==> src/hdl/ccf_pkg.sv <==
// Shared types, character codes and mode codes for the comment and continuation filter.
`timescale 1ns / 1ps

package ccf_pkg;

    // Default counter widths
    localparam int LINE_BITS_DEF   = 32;
    localparam int COLUMN_BITS_DEF = 16;

    // Widths of the delivered position fields
    localparam int OUT_LINE_W   = 32;
    localparam int OUT_COLUMN_W = 16;

    // Filtered item: bit 8 marks end of stream, low byte is the character
    typedef logic [8:0] item_t;

    localparam item_t ITEM_NONE = 9'h000;
    localparam item_t ITEM_END  = 9'h100;

    // Characters the filter reacts to
    localparam logic [7:0] CH_BSL   = 8'h5C;
    localparam logic [7:0] CH_SLASH = 8'h2F;
    localparam logic [7:0] CH_STAR  = 8'h2A;
    localparam logic [7:0] CH_DQUOTE = 8'h22;
    localparam logic [7:0] CH_SQUOTE = 8'h27;
    localparam logic [7:0] CH_X     = 8'h78;
    localparam logic [7:0] CH_NL    = 8'h0A;
    localparam logic [7:0] CH_SPACE = 8'h20;
    localparam logic [7:0] CH_TAB   = 8'h09;

    // Comment mode codes
    localparam logic [2:0] CM_NONE  = 3'd0;  // outside any comment
    localparam logic [2:0] CM_SLASH = 3'd1;  // one slash held back
    localparam logic [2:0] CM_LINE  = 3'd2;  // inside a line comment
    localparam logic [2:0] CM_BLOCK = 3'd3;  // inside a block comment
    localparam logic [2:0] CM_STAR  = 3'd4;  // block comment, star just seen

    // Continuation mode codes
    localparam logic [2:0] CT_NONE  = 3'd0;  // nothing pending
    localparam logic [2:0] CT_BSL   = 3'd1;  // backslash held back
    localparam logic [2:0] CT_BLANK = 3'd2;  // blanks after the backslash
    localparam logic [2:0] CT_NEWLN = 3'd3;  // line joined
    localparam logic [2:0] CT_FLUSH = 3'd4;  // pass the next character through

    // Character literal tracking codes (signed); other negative values count up to none
    localparam logic signed [2:0] QM_NONE  = 3'sd0;
    localparam logic signed [2:0] QM_OPEN  = 3'sd1;
    localparam logic signed [2:0] QM_ESC   = -3'sd4;
    localparam logic signed [2:0] QM_CLOSE = -3'sd1;

    // Input item
    typedef struct packed {
        logic [7:0] in_char;
        logic       in_end;
    } byte_t;

    // Result item
    typedef struct packed {
        logic [7:0]              out_char;
        logic                    out_end;
        logic [OUT_LINE_W-1:0]   out_line;
        logic [OUT_COLUMN_W-1:0] out_column;
        logic                    out_last;
    } char_t;

    // Lexical modes of the filter
    typedef struct packed {
        logic [2:0]        comment;
        logic [2:0]        cont;
        logic              in_string;
        logic signed [2:0] quote;
    } mode_t;

    // Position bookkeeping request for dropped text
    typedef struct packed {
        logic       en;
        logic       line;
        logic [1:0] cols;
    } skip_t;

    // Delivery request to the position tracker
    typedef struct packed {
        logic  en;
        item_t item;
    } del_t;

    // Outcome of filtering one byte
    typedef struct packed {
        mode_t      mode_next;
        item_t      first;
        item_t      second;
        logic       has_first;
        logic       has_second;
        logic       skip_line;
        logic [1:0] skip_cols;
    } flt_t;

endpackage

==> src/hdl/ccf_filter.sv <==
// Mode logic: filters one byte through up to two passes and lists the characters it releases.
`timescale 1ns / 1ps

module ccf_filter (
    input  ccf_pkg::mode_t mode,
    input  ccf_pkg::byte_t data,
    output ccf_pkg::flt_t  result
);
    import ccf_pkg::*;

    typedef struct packed {
        mode_t      mode;
        item_t      item;
        logic [7:0] held;
        logic [1:0] skip_cols;
        logic       skip_line;
    } pass_t;

    // One pass of the filter on one event
    function automatic pass_t run_pass(input mode_t m, input logic is_end,
                                       input logic [7:0] ev);
        pass_t r;
        r.mode      = m;
        r.item      = ITEM_NONE;
        r.held      = 8'h00;
        r.skip_cols = 2'd0;
        r.skip_line = 1'b0;
        if (is_end) begin
            r.item = ITEM_END;
        end else if (m.comment != CM_NONE) begin
            if (ev == CH_SLASH) begin
                if (m.comment == CM_SLASH) begin
                    r.mode.comment = CM_LINE;
                    r.skip_cols    = 2'd2;
                end else begin
                    if (m.comment == CM_STAR) r.mode.comment = CM_NONE;
                    r.skip_cols = 2'd1;
                end
            end else if (ev == CH_NL) begin
                if (m.comment == CM_SLASH) begin
                    r.mode.comment = CM_NONE;
                    r.item         = {1'b0, CH_SLASH};
                    r.held         = CH_NL;
                end else if (m.comment == CM_LINE) begin
                    r.mode.comment = CM_NONE;
                    r.item         = {1'b0, CH_NL};
                end else begin
                    if (m.comment == CM_STAR) r.mode.comment = CM_BLOCK;
                    r.skip_line = 1'b1;
                end
            end else if (ev == CH_STAR) begin
                if (m.comment == CM_SLASH) begin
                    r.mode.comment = CM_BLOCK;
                    r.skip_cols    = 2'd2;
                end else begin
                    if (m.comment == CM_BLOCK) r.mode.comment = CM_STAR;
                    else if (m.comment == CM_STAR) r.mode.comment = CM_BLOCK;
                    r.skip_cols = 2'd1;
                end
            end else begin
                if (m.comment == CM_SLASH) begin
                    r.mode.comment = CM_NONE;
                    r.item         = {1'b0, CH_SLASH};
                    r.held         = ev;
                end else begin
                    if (m.comment == CM_STAR) r.mode.comment = CM_BLOCK;
                    r.skip_cols = 2'd1;
                end
            end
        end else if (m.cont != CT_NONE) begin
            if (m.cont == CT_FLUSH) begin
                r.mode.cont = CT_NONE;
                r.item      = {1'b0, ev};
            end else if (ev == CH_SPACE || ev == CH_TAB) begin
                if (m.cont == CT_BSL) begin
                    r.mode.cont = CT_BLANK;
                    r.skip_cols = 2'd2;
                end else begin
                    r.skip_cols = 2'd1;
                end
            end else if (ev == CH_BSL) begin
                if (m.cont == CT_BSL) begin
                    r.mode.cont = CT_FLUSH;
                    r.item      = {1'b0, CH_BSL};
                    r.held      = CH_BSL;
                end else begin
                    r.mode.cont = CT_BSL;
                end
            end else if (ev == CH_NL) begin
                if (m.cont == CT_NEWLN) begin
                    r.mode.cont = CT_NONE;
                    r.item      = {1'b0, CH_NL};
                end else begin
                    r.mode.cont = CT_NEWLN;
                    r.skip_line = 1'b1;
                end
            end else begin
                if (m.cont == CT_BSL) begin
                    r.mode.cont = CT_FLUSH;
                    r.item      = {1'b0, CH_BSL};
                    r.held      = ev;
                end else begin
                    r.mode.cont = CT_NONE;
                    r.held      = ev;
                end
            end
        end else if (ev == CH_BSL) begin
            if (m.quote == QM_NONE) begin
                r.mode.cont = CT_BSL;
            end else if (m.quote == QM_OPEN) begin
                r.mode.quote = QM_ESC;
                r.item       = {1'b0, ev};
            end else if (m.quote == QM_ESC) begin
                r.mode.quote = QM_CLOSE;
                r.item       = {1'b0, ev};
            end else begin
                r.mode.quote = QM_NONE;
                r.mode.cont  = CT_BSL;
                r.item       = {1'b0, ev};
            end
        end else if (ev == CH_DQUOTE) begin
            r.item = {1'b0, ev};
            if (m.quote == QM_NONE) begin
                r.mode.in_string = ~m.in_string;
            end else if (m.quote == QM_OPEN || m.quote == QM_ESC) begin
                r.mode.quote = QM_CLOSE;
            end else begin
                r.mode.quote     = QM_NONE;
                r.mode.in_string = ~m.in_string;
            end
        end else if (ev == CH_SQUOTE) begin
            r.item = {1'b0, ev};
            if (m.quote == QM_NONE) begin
                if (!m.in_string) r.mode.quote = QM_OPEN;
            end else if (m.quote == QM_ESC) begin
                r.mode.quote = QM_CLOSE;
            end else begin
                r.mode.quote = QM_NONE;
            end
        end else if (ev == CH_SLASH) begin
            if (m.quote == QM_NONE) begin
                if (!m.in_string) r.mode.comment = CM_SLASH;
                else r.item = {1'b0, ev};
            end else if (m.quote == QM_OPEN) begin
                r.mode.quote = QM_CLOSE;
                r.item       = {1'b0, ev};
            end else begin
                r.mode.quote = QM_NONE;
                r.item       = {1'b0, ev};
            end
        end else begin
            r.item = {1'b0, ev};
            if (ev == CH_NL) r.mode.quote = QM_NONE;
            else if (m.quote == QM_OPEN) r.mode.quote = QM_CLOSE;
            else if (m.quote == QM_ESC && ev != CH_X) r.mode.quote = QM_CLOSE;
            else if (m.quote != QM_NONE) r.mode.quote = m.quote + 3'sd1;
        end
        return r;
    endfunction

    pass_t p1;
    pass_t p2;
    logic  held_live;
    item_t item_a;
    item_t item_b;

    // First pass on the byte, second pass on a character it hands back
    assign p1        = run_pass(mode, data.in_end, data.in_char);
    assign p2        = run_pass(p1.mode, 1'b0, p1.held);
    assign held_live = (p1.held != 8'h00);
    assign item_a    = p1.item;
    assign item_b    = held_live ? p2.item : ITEM_NONE;

    // Pack released characters in order; the second pass never drops text
    always_comb
    begin
        result.mode_next  = held_live ? p2.mode : p1.mode;
        result.skip_line  = p1.skip_line;
        result.skip_cols  = p1.skip_cols;
        result.has_first  = (item_a != ITEM_NONE) || (item_b != ITEM_NONE);
        result.has_second = (item_a != ITEM_NONE) && (item_b != ITEM_NONE);
        result.first      = (item_a != ITEM_NONE) ? item_a : item_b;
        result.second     = item_b;
    end

endmodule

==> src/hdl/ccf_position.sv <==
// Line and column tracker: counts dropped text and stamps each delivered character.
`timescale 1ns / 1ps

module ccf_position #(
    parameter int LINE_BITS   = ccf_pkg::LINE_BITS_DEF,
    parameter int COLUMN_BITS = ccf_pkg::COLUMN_BITS_DEF
) (
    input  logic                   clk,
    input  logic                   rst_n,
    input  ccf_pkg::skip_t         skip,
    input  ccf_pkg::del_t          del,
    output logic [LINE_BITS-1:0]   line,
    output logic [COLUMN_BITS-1:0] column
);
    import ccf_pkg::*;

    localparam int LSUM_W = LINE_BITS + 2;
    localparam int CSUM_W = COLUMN_BITS + 2;

    logic [LINE_BITS-1:0]   line_reg, line_next;
    logic [COLUMN_BITS-1:0] col_reg, col_next;
    logic [LINE_BITS-1:0]   sk_lines_reg, sk_lines_next;
    logic [COLUMN_BITS-1:0] sk_cols_reg, sk_cols_next;
    logic                   last_nl_reg, last_nl_next;

    logic [LSUM_W-1:0]      line_sum;
    logic [CSUM_W-1:0]      col_sum;
    logic [COLUMN_BITS-1:0] col_base;
    logic [COLUMN_BITS-1:0] col_add;
    logic                   has_lines;
    logic                   item_nl;
    logic                   col_inc;
    logic [LINE_BITS:0]     sk_line_sum;
    logic [COLUMN_BITS:0]   sk_col_sum;
    logic [LINE_BITS-1:0]   sk_line_sat;
    logic [COLUMN_BITS-1:0] sk_col_sat;

    // Position of the character being delivered, saturating
    always_comb
    begin
        has_lines = (sk_lines_reg != '0);
        item_nl   = (del.item == {1'b0, CH_NL});
        col_inc   = !(del.item[8] || item_nl);
        line_sum  = {2'b00, line_reg} + {2'b00, sk_lines_reg} + LSUM_W'(last_nl_reg);
        line_next = (line_sum[LSUM_W-1:LINE_BITS] != 2'b00) ? '1 : line_sum[LINE_BITS-1:0];
        col_base  = has_lines ? sk_cols_reg : (last_nl_reg ? '0 : col_reg);
        col_add   = has_lines ? '0 : sk_cols_reg;
        col_sum   = {2'b00, col_base} + {2'b00, col_add} + CSUM_W'(col_inc);
        col_next  = (col_sum[CSUM_W-1:COLUMN_BITS] != 2'b00) ? '1 : col_sum[COLUMN_BITS-1:0];
    end

    // Advance the dropped-text counts, saturating
    always_comb
    begin
        sk_line_sum = {1'b0, sk_lines_reg} + (LINE_BITS+1)'(1);
        sk_col_sum  = {1'b0, sk_cols_reg} + (COLUMN_BITS+1)'(skip.cols);
        sk_line_sat = sk_line_sum[LINE_BITS] ? '1 : sk_line_sum[LINE_BITS-1:0];
        sk_col_sat  = sk_col_sum[COLUMN_BITS] ? '1 : sk_col_sum[COLUMN_BITS-1:0];

        sk_lines_next = sk_lines_reg;
        sk_cols_next  = sk_cols_reg;
        last_nl_next  = last_nl_reg;
        if (del.en) begin
            sk_lines_next = '0;
            sk_cols_next  = '0;
            last_nl_next  = item_nl;
        end else if (skip.en) begin
            if (skip.line) begin
                sk_lines_next = sk_line_sat;
                sk_cols_next  = '0;
            end else begin
                sk_cols_next = sk_col_sat;
            end
        end
    end

    // Hold position state
    always_ff @(posedge clk or negedge rst_n)
    begin
        if (!rst_n)
        begin
            line_reg     <= LINE_BITS'(1);
            col_reg      <= '0;
            sk_lines_reg <= '0;
            sk_cols_reg  <= '0;
            last_nl_reg  <= 1'b0;
        end
        else
        begin
            if (del.en)
            begin
                line_reg <= line_next;
                col_reg  <= col_next;
            end
            sk_lines_reg <= sk_lines_next;
            sk_cols_reg  <= sk_cols_next;
            last_nl_reg  <= last_nl_next;
        end
    end

    assign line   = line_next;
    assign column = col_next;

endmodule

==> src/hdl/comment_and_continuation_filter.sv <==
// Top level of the comment and continuation filter.
// Takes one source byte (or the end marker) per cycle while byte_ready is high and delivers
// the text with line and block comments removed and backslash continuations joined, each
// character stamped with its saturating line and column. A byte goes from the input register
// through the mode logic and the position tracker into the output register, so the block
// keeps pace at one byte per cycle while the output is not stalled; a byte that releases two
// characters (a held-back slash or backslash followed by its successor) sends the second
// character from a one-entry hold register while the input waits. Dropped bytes use no output
// slot. The last character of each byte carries out_last. No clearing pass follows reset.
`timescale 1ns / 1ps

module comment_and_continuation_filter #(
    parameter int LINE_BITS   = ccf_pkg::LINE_BITS_DEF,
    parameter int COLUMN_BITS = ccf_pkg::COLUMN_BITS_DEF
) (
    input  logic           clk,
    input  logic           rst_n,
    input  logic           byte_valid,
    output logic           byte_ready,
    input  ccf_pkg::byte_t byte_data,
    output logic           char_valid,
    input  logic           char_ready,
    output ccf_pkg::char_t char_data
);
    import ccf_pkg::*;

    logic   in_v_reg;
    byte_t  in_reg;
    mode_t  mode_reg;
    logic   pend_v_reg;
    item_t  pend_reg;
    logic   out_v_reg;
    char_t  out_reg, out_next;

    flt_t   flt;
    skip_t  skip_req;
    del_t   del_req;
    logic   out_free;
    logic   fire;
    logic   pend_fire;
    logic   del_last;
    logic [LINE_BITS-1:0]   pos_line;
    logic [COLUMN_BITS-1:0] pos_col;

    ccf_filter u_filter (
        .mode   (mode_reg),
        .data   (in_reg),
        .result (flt)
    );

    ccf_position #(
        .LINE_BITS   (LINE_BITS),
        .COLUMN_BITS (COLUMN_BITS)
    ) u_position (
        .clk    (clk),
        .rst_n  (rst_n),
        .skip   (skip_req),
        .del    (del_req),
        .line   (pos_line),
        .column (pos_col)
    );

    // Handshake and issue control
    always_comb
    begin
        out_free   = !out_v_reg || char_ready;
        fire       = in_v_reg && !pend_v_reg && (out_free || !flt.has_first);
        pend_fire  = pend_v_reg && out_free;
        byte_ready = !in_v_reg || fire;

        skip_req.en   = fire && !flt.has_first;
        skip_req.line = flt.skip_line;
        skip_req.cols = flt.skip_cols;

        del_req.en   = pend_fire || (fire && flt.has_first);
        del_req.item = pend_v_reg ? pend_reg : flt.first;
        del_last     = pend_v_reg || !flt.has_second;
    end

    // Build the result item
    always_comb
    begin
        out_next.out_char   = del_req.item[8] ? 8'h00 : del_req.item[7:0];
        out_next.out_end    = del_req.item[8];
        out_next.out_line   = OUT_LINE_W'(pos_line);
        out_next.out_column = OUT_COLUMN_W'(pos_col);
        out_next.out_last   = del_last;
    end

    // Input register, modes, hold register and output register
    always_ff @(posedge clk or negedge rst_n)
    begin
        if (!rst_n)
        begin
            in_v_reg   <= 1'b0;
            mode_reg   <= '0;
            pend_v_reg <= 1'b0;
            out_v_reg  <= 1'b0;
        end
        else
        begin
            if (byte_valid && byte_ready)
            begin
                in_v_reg <= 1'b1;
            end
            else if (fire)
            begin
                in_v_reg <= 1'b0;
            end

            if (fire)
            begin
                mode_reg <= flt.mode_next;
            end

            if (fire && flt.has_second)
            begin
                pend_v_reg <= 1'b1;
            end
            else if (pend_fire)
            begin
                pend_v_reg <= 1'b0;
            end

            if (del_req.en)
            begin
                out_v_reg <= 1'b1;
            end
            else if (char_ready)
            begin
                out_v_reg <= 1'b0;
            end
        end
    end

    // Payload registers
    always_ff @(posedge clk)
    begin
        if (byte_valid && byte_ready)
        begin
            in_reg <= byte_data;
        end
        if (fire && flt.has_second)
        begin
            pend_reg <= flt.second;
        end
        if (del_req.en)
        begin
            out_reg <= out_next;
        end
    end

    assign char_valid = out_v_reg;
    assign char_data  = out_reg;

endmodule
==> config.mk <==
export PLATFORM = sky130hd
export DESIGN_NAME = comment_and_continuation_filter
export DESIGN_NICKNAME = d
export VERILOG_FILES = /design/src/hdl/ccf_pkg.sv /design/src/hdl/ccf_filter.sv /design/src/hdl/ccf_position.sv /design/src/hdl/comment_and_continuation_filter.sv
export SDC_FILE = /design/constraint.sdc
export NUM_CORES = 1
export LEC_CHECK = 0
export BUFFER_PORTS_ARGS = -buffer_cell sky130_fd_sc_hd__buf_2
export CORE_ASPECT_RATIO = 0.6
export CORE_MARGIN = 1.5
export CORE_UTILIZATION = 60
export CTS_CLUSTER_SIZE = 28
export DETAILED_ROUTE_END_ITERATION = 16
export PLACE_DENSITY_LB_ADDON = 0.25
export SYNTH_ARGS = -nofsm -noshare
export SYNTH_HDL_FRONTEND = slang
export SYNTH_SLANG_ARGS = --single-unit
==> constraint.sdc <==
create_clock -name clk -period 7.7 [get_ports clk]
set_input_delay 1.155 -clock clk [delete_from_list [all_inputs] [get_ports clk]]
set_output_delay 1.155 -clock clk [all_outputs]
set_load 0.02 [all_outputs]
==> results of run 1 <==
==> layer usage <==
metal,track usage (%),part of all wire [%]
met5,0,0
met3,6.38,9.6
met2,47.4,41
met1,49.3,47
met4,10.5,2.3
==> synthesized netlist by cell type, types with 33 or more instances <==
library cell | n | area share [%]
nand2_1 | 171 | 4.5
nor2_1 | 165 | 4.3
a21oi_1 | 118 | 4.1
dfrtp_1 | 109 | 19
edfxtp_1 | 75 | 16
o21ai_0 | 74 | 2.6
a31oi_1 | 73 | 3.2
ha_1 | 63 | 5.5
nand3_1 | 62 | 2.2
clkbuf_1 | 60 | 1.6
inv_1 | 58 | 1.5
nor3_1 | 42 | 1.5
and3_1 | 40 | 1.7
xnor2_1 | 36 | 2.2
nor2b_1 | 34 | 1.5
and2_1 | 33 | 1.4
==> timing repair <==
action                     in CTS  in global routing
resized for setup               0                  1
setup endpoints to repair       0                 19
buffers inserted                0                  0
==> cell usage in the layout, fill, tap and decap left out, types with 36 or more instances in the layout <==
| master | count |
|---|---|
| nand2_1 | 171 |
| o21ai_0 | 74 |
| nand3_1 | 62 |
| ha_1 | 63 |
| edfxtp_1 | 75 |
| nor3_1 | 42 |
| and3_1 | 40 |
| a21oi_1 | 117 |
| inv_1 | 58 |
| xnor2_1 | 36 |
| dfrtp_1 | 109 |
| nor2_1 | 164 |
| a31oi_1 | 73 |
| buf_2 | 71 |
==> through the flow <==
stage	instance area (µm²)	setup slack (ps)
6_report	15500	512
2_1_floorplan	14400	1670
3_5_place_dp	14900	518
5_1_grt	15500	18.9
4_1_cts	15500	535
3_3_place_gp	14900	845
==> critical path: stages, from the launching register on <==
cell and delay, ps:
edfxtp_1 740, nor4b_2 700, nand2_1 510, and3_1 330, a311oi_1 390, a21oi_1 110, or4_1 640, or3_1 430
o21ai_0 290, nor4b_2 120, nand4b_1 140, and2_1 170, ha_1 190, ha_1 220, nand2_1 160, or4_1 490
or4_1 540, o21ai_2 380, buf_4 280, nand2_1 70
==> cell families (layout without fill, tap and decap cells) <==
family / after synthesis / after routing / synth area share [%]
AOI/OAI and AO/OA: 504 / 504 / 24.2
xor gates and xnor gates: 67 / 67 / 4.08
and+or+nand+nor: 712 / 712 / 25.7
DFF: 185 / 185 / 34.8
adders and majority gates: 66 / 66 / 5.90
muxes: 14 / 14 / 1.04
buffers and inverters: 147 / 176 / 4.30
==> power by group <==
part	switching [mW]	internal [mW]	total, mW
sequential	0.232	1.37	1.60
clock	0.398	0.499	0.897
combinational	1.77	0.993	2.76
total	2.40	2.86	5.26
==> how the worst max path moves through the flow <==
stage | depth (start not counted) | startpoint | slack, ps | endpoint
2_1_floorplan | 27 | mode_reg[0] | 1670 | char_data[10]
3_3_place_gp | 27 | mode_reg[0] | 840 | char_data[14]
3_5_place_dp | 23 | mode_reg[8] | 520 | char_data[14]
4_1_cts | 23 | mode_reg[7] | 530 | char_data[14]
5_1_grt | 25 | in_reg[2] | 20 | char_data[12]
6_report | 19 | in_reg[6] | 510 | char_data[14]
==> area by class of cell <==
cell class                 count  area, µm²  area share [%]
inverter                      58        218            1.41
sequential                   185       5010            32.4
clock buffer                  22        465            3.01
clock inverter                10        118           0.760
tap                          315        394            2.55
multi-input combinational   1363       8790            56.8
timing repair buffer          86        480            3.11
==> metrics.txt, run 1 <==
outcome=complete, no violations; EDFF count, synth=between 70 and 80; first-pass GRT wire length=about 64 mm; Top FF cell, synth=dfrtp_1; Hold Path Sink=u_position.line_reg[30]; Row Count=between 40 and 50; clock buffer depth=2; largest net degree at the start of global routing=110; nets=between 1500 and 2000; GP Congestion=between 0.9 and 1; Setup CP Type=flip-flop to flip-flop; Die ar.=~0.025 mm²; Post-Layout Cell Count=between 2000 and 2500; Crit path arrival time=approximately 7400 ps; Worst Tran Pin Value=1190 ps; min cycle time layout=roughly 7000 ps; Util after Layout=between 60% and 70%; Synth Register Bits=approximately 190; Via density=approximately 6.7; TritonCTS sink count=roughly 190; I/O pins=73; worst-path fanout max=22; worst skew pair latency=about 460 ps; Register-to-Register Path Depth=19; H-Tree Depth=4; Starting Density=roughly three fifths; final WL=40.4 mm; Tcrit/Tclk final=between 90 and 100%; CTS root buf=clkbuf_16; r2r setup slk=510 ps; Post-Synthesis Cell Area=0.0144 mm²; GRT overflow=0; WHS=~500 ps; Worst Hold Class=flip-flop to flip-flop; warning count from the yosys run=0; cell depth of the worst hold path=1; Peak Freq=roughly 140 MHz; RSZ-0062 raised after global routing=false; Crit. End Element=flip-flop; post-route ant nets=0; diodes inserted=0; Hold Vio Cnt, Final=0; max reg flops=58; Pwr Total=approximately 5.3 mW; total CTS buffers=17; Placed Instances=between 2000 and 2500; Yosys cell types=roughly 110; die span in y=~120 µm; Pre-Repair DR Iteration Count=5; crit path launch type=flip-flop; Slew Limit Fails=0; register area share after synthesis=34.8%; final setup violation count=0; Worst Skew=12.8 ps; 1st-iter DRT viols=about 1500; Post-synth ARST share=~60%; number of global-route vias before repair=12100; IO buf count=72; CTS tree=done; hold_buf cts=0; Worst Hold Launch=u_position.line_reg[30]; syn nets=between 1500 and 2000; Cells after Synth=1695; slew margin rel.=20.2%; Die W=203 µm; max_cap viols=0; Critical Path RT=slightly below 8000 ps; DR vias=roughly 14000; reg2reg start=in_reg[6]; Fin Setup TNS=0 ps; Pwr per Cell Area=340 mW/mm²; total global-route track usage=about 33%; wire length per cell=between 15 and 20 µm; Pleak=6.21 nW; post-DP HPWL=between 30 and 40 mm; DRC errors left=0; initial antenna violation count=0; Syn-to-layout area delta=7.50%; Reg2Reg Capture Point=char_data[14]; share of cells above drive strength 1=roughly 11%; clock-pin slew of the registers on the worst-case setup and hold paths=80 ps; CORE AREA=roughly 0.023 mm²; Synth Area per Inst=between 8 and 9 µm²; Fillers=1905; Peak VDD IR=0.000361 V
(Power assumes the default switching activity.)
==> run 2: changes to the inputs <==
--- a/config.mk
+++ b/config.mk
@@ -8,7 +8,7 @@
 export BUFFER_PORTS_ARGS = -buffer_cell sky130_fd_sc_hd__buf_2
 export CORE_ASPECT_RATIO = 0.6
 export CORE_MARGIN = 1.5
-export CORE_UTILIZATION = 60
+export CORE_UTILIZATION = 35
 export CTS_CLUSTER_SIZE = 28
 export DETAILED_ROUTE_END_ITERATION = 16
 export PLACE_DENSITY_LB_ADDON = 0.25
==> run 2 against run 1 <==
- final area rose by 2.2%
- final cell count rose by 11%
- clock power rose by 7.7%
- sequential power barely moved
- core utilization fell by 27 points
- first-iteration DRC count rose by 0.47%
- largest cell class unchanged
- highest routed layer unchanged
==> metrics.txt, run 2 (synthesis results as in run 1) <==
Starting Density=35.5%; Seq pwr share=29.6%; worst skew pair latency=approximately 470 ps; M2 GR Usage=between 20% and 30%; Setup CP Type=flip-flop to flip-flop; Peak Freq=about 140 MHz; post-CTS sizing=0; Critical-path top delay cell=edfxtp_1; Tcrit/Tclk final=just over 90%; RSZ-0062 raised after global routing=false; I/O pins=between 70 and 80; Pleak=approximately 6.2 nW; number of global-route vias before repair=around 12000; slew margin rel.=a little over a fifth; total CTS buffers=17; Row Count=57; Cell Int Power=roughly 2.9 mW; final setup violation count=0; initial antenna violation count=0; first-pass GRT wire length=between 60 and 70 mm; met1 usage=a little under a third; wire length per cell=18.6 µm; reg2reg start=in_reg[4]; Gate power share=52.2%; switch share=45.9%; Worst Skew=between 15 and 20 ps; Worst Tran Pin Value=~1200 ps; clock network power share=between 10% and 20%; max_cap viols=0; GRT Max-Usage Layer=met1; Hold Vio Cnt, Final=0; crit path launch type=flip-flop; DR vias=13200; most frequent cells in the layout=nand2_1, nor2_1, a21oi_1; final WL=42.0 mm; Top Family by Delay on Critical Path=simple AND/OR/NAND/NOR gates; nets=about 1800; most common cell after layout, fill and taps aside=nand2_1; H-Tree Depth=4; share of cells above drive strength 1=between 10% and 20%; cell depth of the worst hold path=1; post-CTS setup buffers=0; Peak VDD IR=approximately 0.00025 V; post-DP HPWL=roughly 31 mm; Hold Path Sink=u_position.line_reg[30]; Fin Setup TNS=0 ps; M3 GR Usage=roughly 4.2%; GP Congestion=between 0.9 and 1; r2r setup slk=approximately 640 ps; Crit. End Element=flip-flop; IO buf count=just over 70; diodes inserted=0; min cycle time layout=between 7000 and 8000 ps; TritonCTS sink count=about 190; Die W=roughly 260 µm; Via density=~5.9; Pwr per Cell Area=roughly 340 mW/mm²; clock buffer depth=2; Syn-to-layout area delta=9.87%; Critical Path Max Stage Delay=roughly 770 ps; Die ar.=approximately 0.042 mm²; WHS=about 500 ps; DRC errors left=0; hold_buf cts=0; GRT overflow=0; Worst Hold Class=flip-flop to flip-flop; Register-to-Register Path Depth=19; NetSw=2.44 mW; die span in y=160 µm; Worst Hold Launch=u_position.line_reg[30]; total global-route track usage=between 10% and 20%; clock-pin slew of the registers on the worst-case setup and hold paths=80 ps; max reg flops=58; Crit path arrival time=7280 ps; Pre-Repair DR Iteration Count=6; largest net degree at the start of global routing=115; outcome=complete, no violations; Reg2Reg Capture Point=char_data[13]; CTS root buf=clkbuf_16; post-route ant nets=0; worst path cell trace=nor4b_2, nand2_1, and3_1, a311oi_1, a21oi_1, or4_1, or3_1, o21ai_0, nor4b_2, nand4b_1, and2_1, ha_1, ha_1, nand2_1, or4_1, or4_1, o21ai_2, buf_4, nand2_1; CORE AREA=approximately 0.04 mm²; 1st-iter DRT viols=1500; Critical Path RT=around 7900 ps; Slew Limit Fails=0; CTS tree=done; worst-path fanout max=18; CP Buf/Inv Count=1
-- run 2: cell count changes in the layout (fill, tap and decap cells not counted), sizes merged --
cell / change
inv: +5
clkbuf: -4
buf: +2
clkinv: -1
-- run 2: per-layer routing --
metal,vias to the layer above,part of all wire [%]
met5,-,0
li1,6381,-
met4,0,0.94
met1,6347,51
met2,465,41
met3,32,7.3
-- run 2: through the flow --
step	cells	utilization, %	cell area, µm²	setup WS (ps)	power (mW)
2_1_floorplan	1695	-	14400	1670	3.57
3_3_place_gp	2225	37.5	15200	820	4.32
3_5_place_dp	2225	37.5	15200	600	4.31
4_1_cts	2257	39.0	15800	557	5.30
5_1_grt	2257	39.0	15800	132	5.68
6_report	2257	39.0	15800	643	5.31
-- run 2: power by group through the flow --
stage	Combinational, mW	Sequential [mW]	Clock, mW
2_1_floorplan	1.95	1.62	0
3_3_place_gp	2.72	1.59	0
3_5_place_dp	2.72	1.59	0
4_1_cts	2.74	1.57	0.996
5_1_grt	3.05	1.60	1.03
6_report	2.77	1.57	0.966
-- run 2: cell type report --
type / count / area (µm²)
Clock buffer: 18 / 450
Timing Repair Buffer: 88 / 495
Sequential cell: 185 / 5010
Fill cell: 4071 / 24700
Clock inverter: 14 / 175
Tap cell: 531 / 664
Inverter: 58 / 218
Multi-Input combinational cell: 1363 / 8800
-- run 2: worst register-to-register path, delay by kind of cell (launching register included) --
family                   cells  cell delay [ps]
flip-flops                   1              770
buffers and inverters        1              250
AO/OA/AOI/OAI                4             1170
AND/OR/NAND/NOR             12             4250
adder cells (fa/ha/maj)      2              380
-- run 2: worst max-delay path by stage --
| stage | from | endpoint | cells after the start |
|---|---|---|---|
| 6_report | in_reg[4] | char_data[13] | 19 |
| 3_5_place_dp | mode_reg[0] | char_data[13] | 27 |
| 4_1_cts | mode_reg[0] | char_data[13] | 27 |
| 5_1_grt | mode_reg[0] | u_position.col_reg[1] | 27 |
| 3_3_place_gp | mode_reg[0] | char_data[11] | 27 |
| 2_1_floorplan | mode_reg[0] | char_data[10] | 27 |
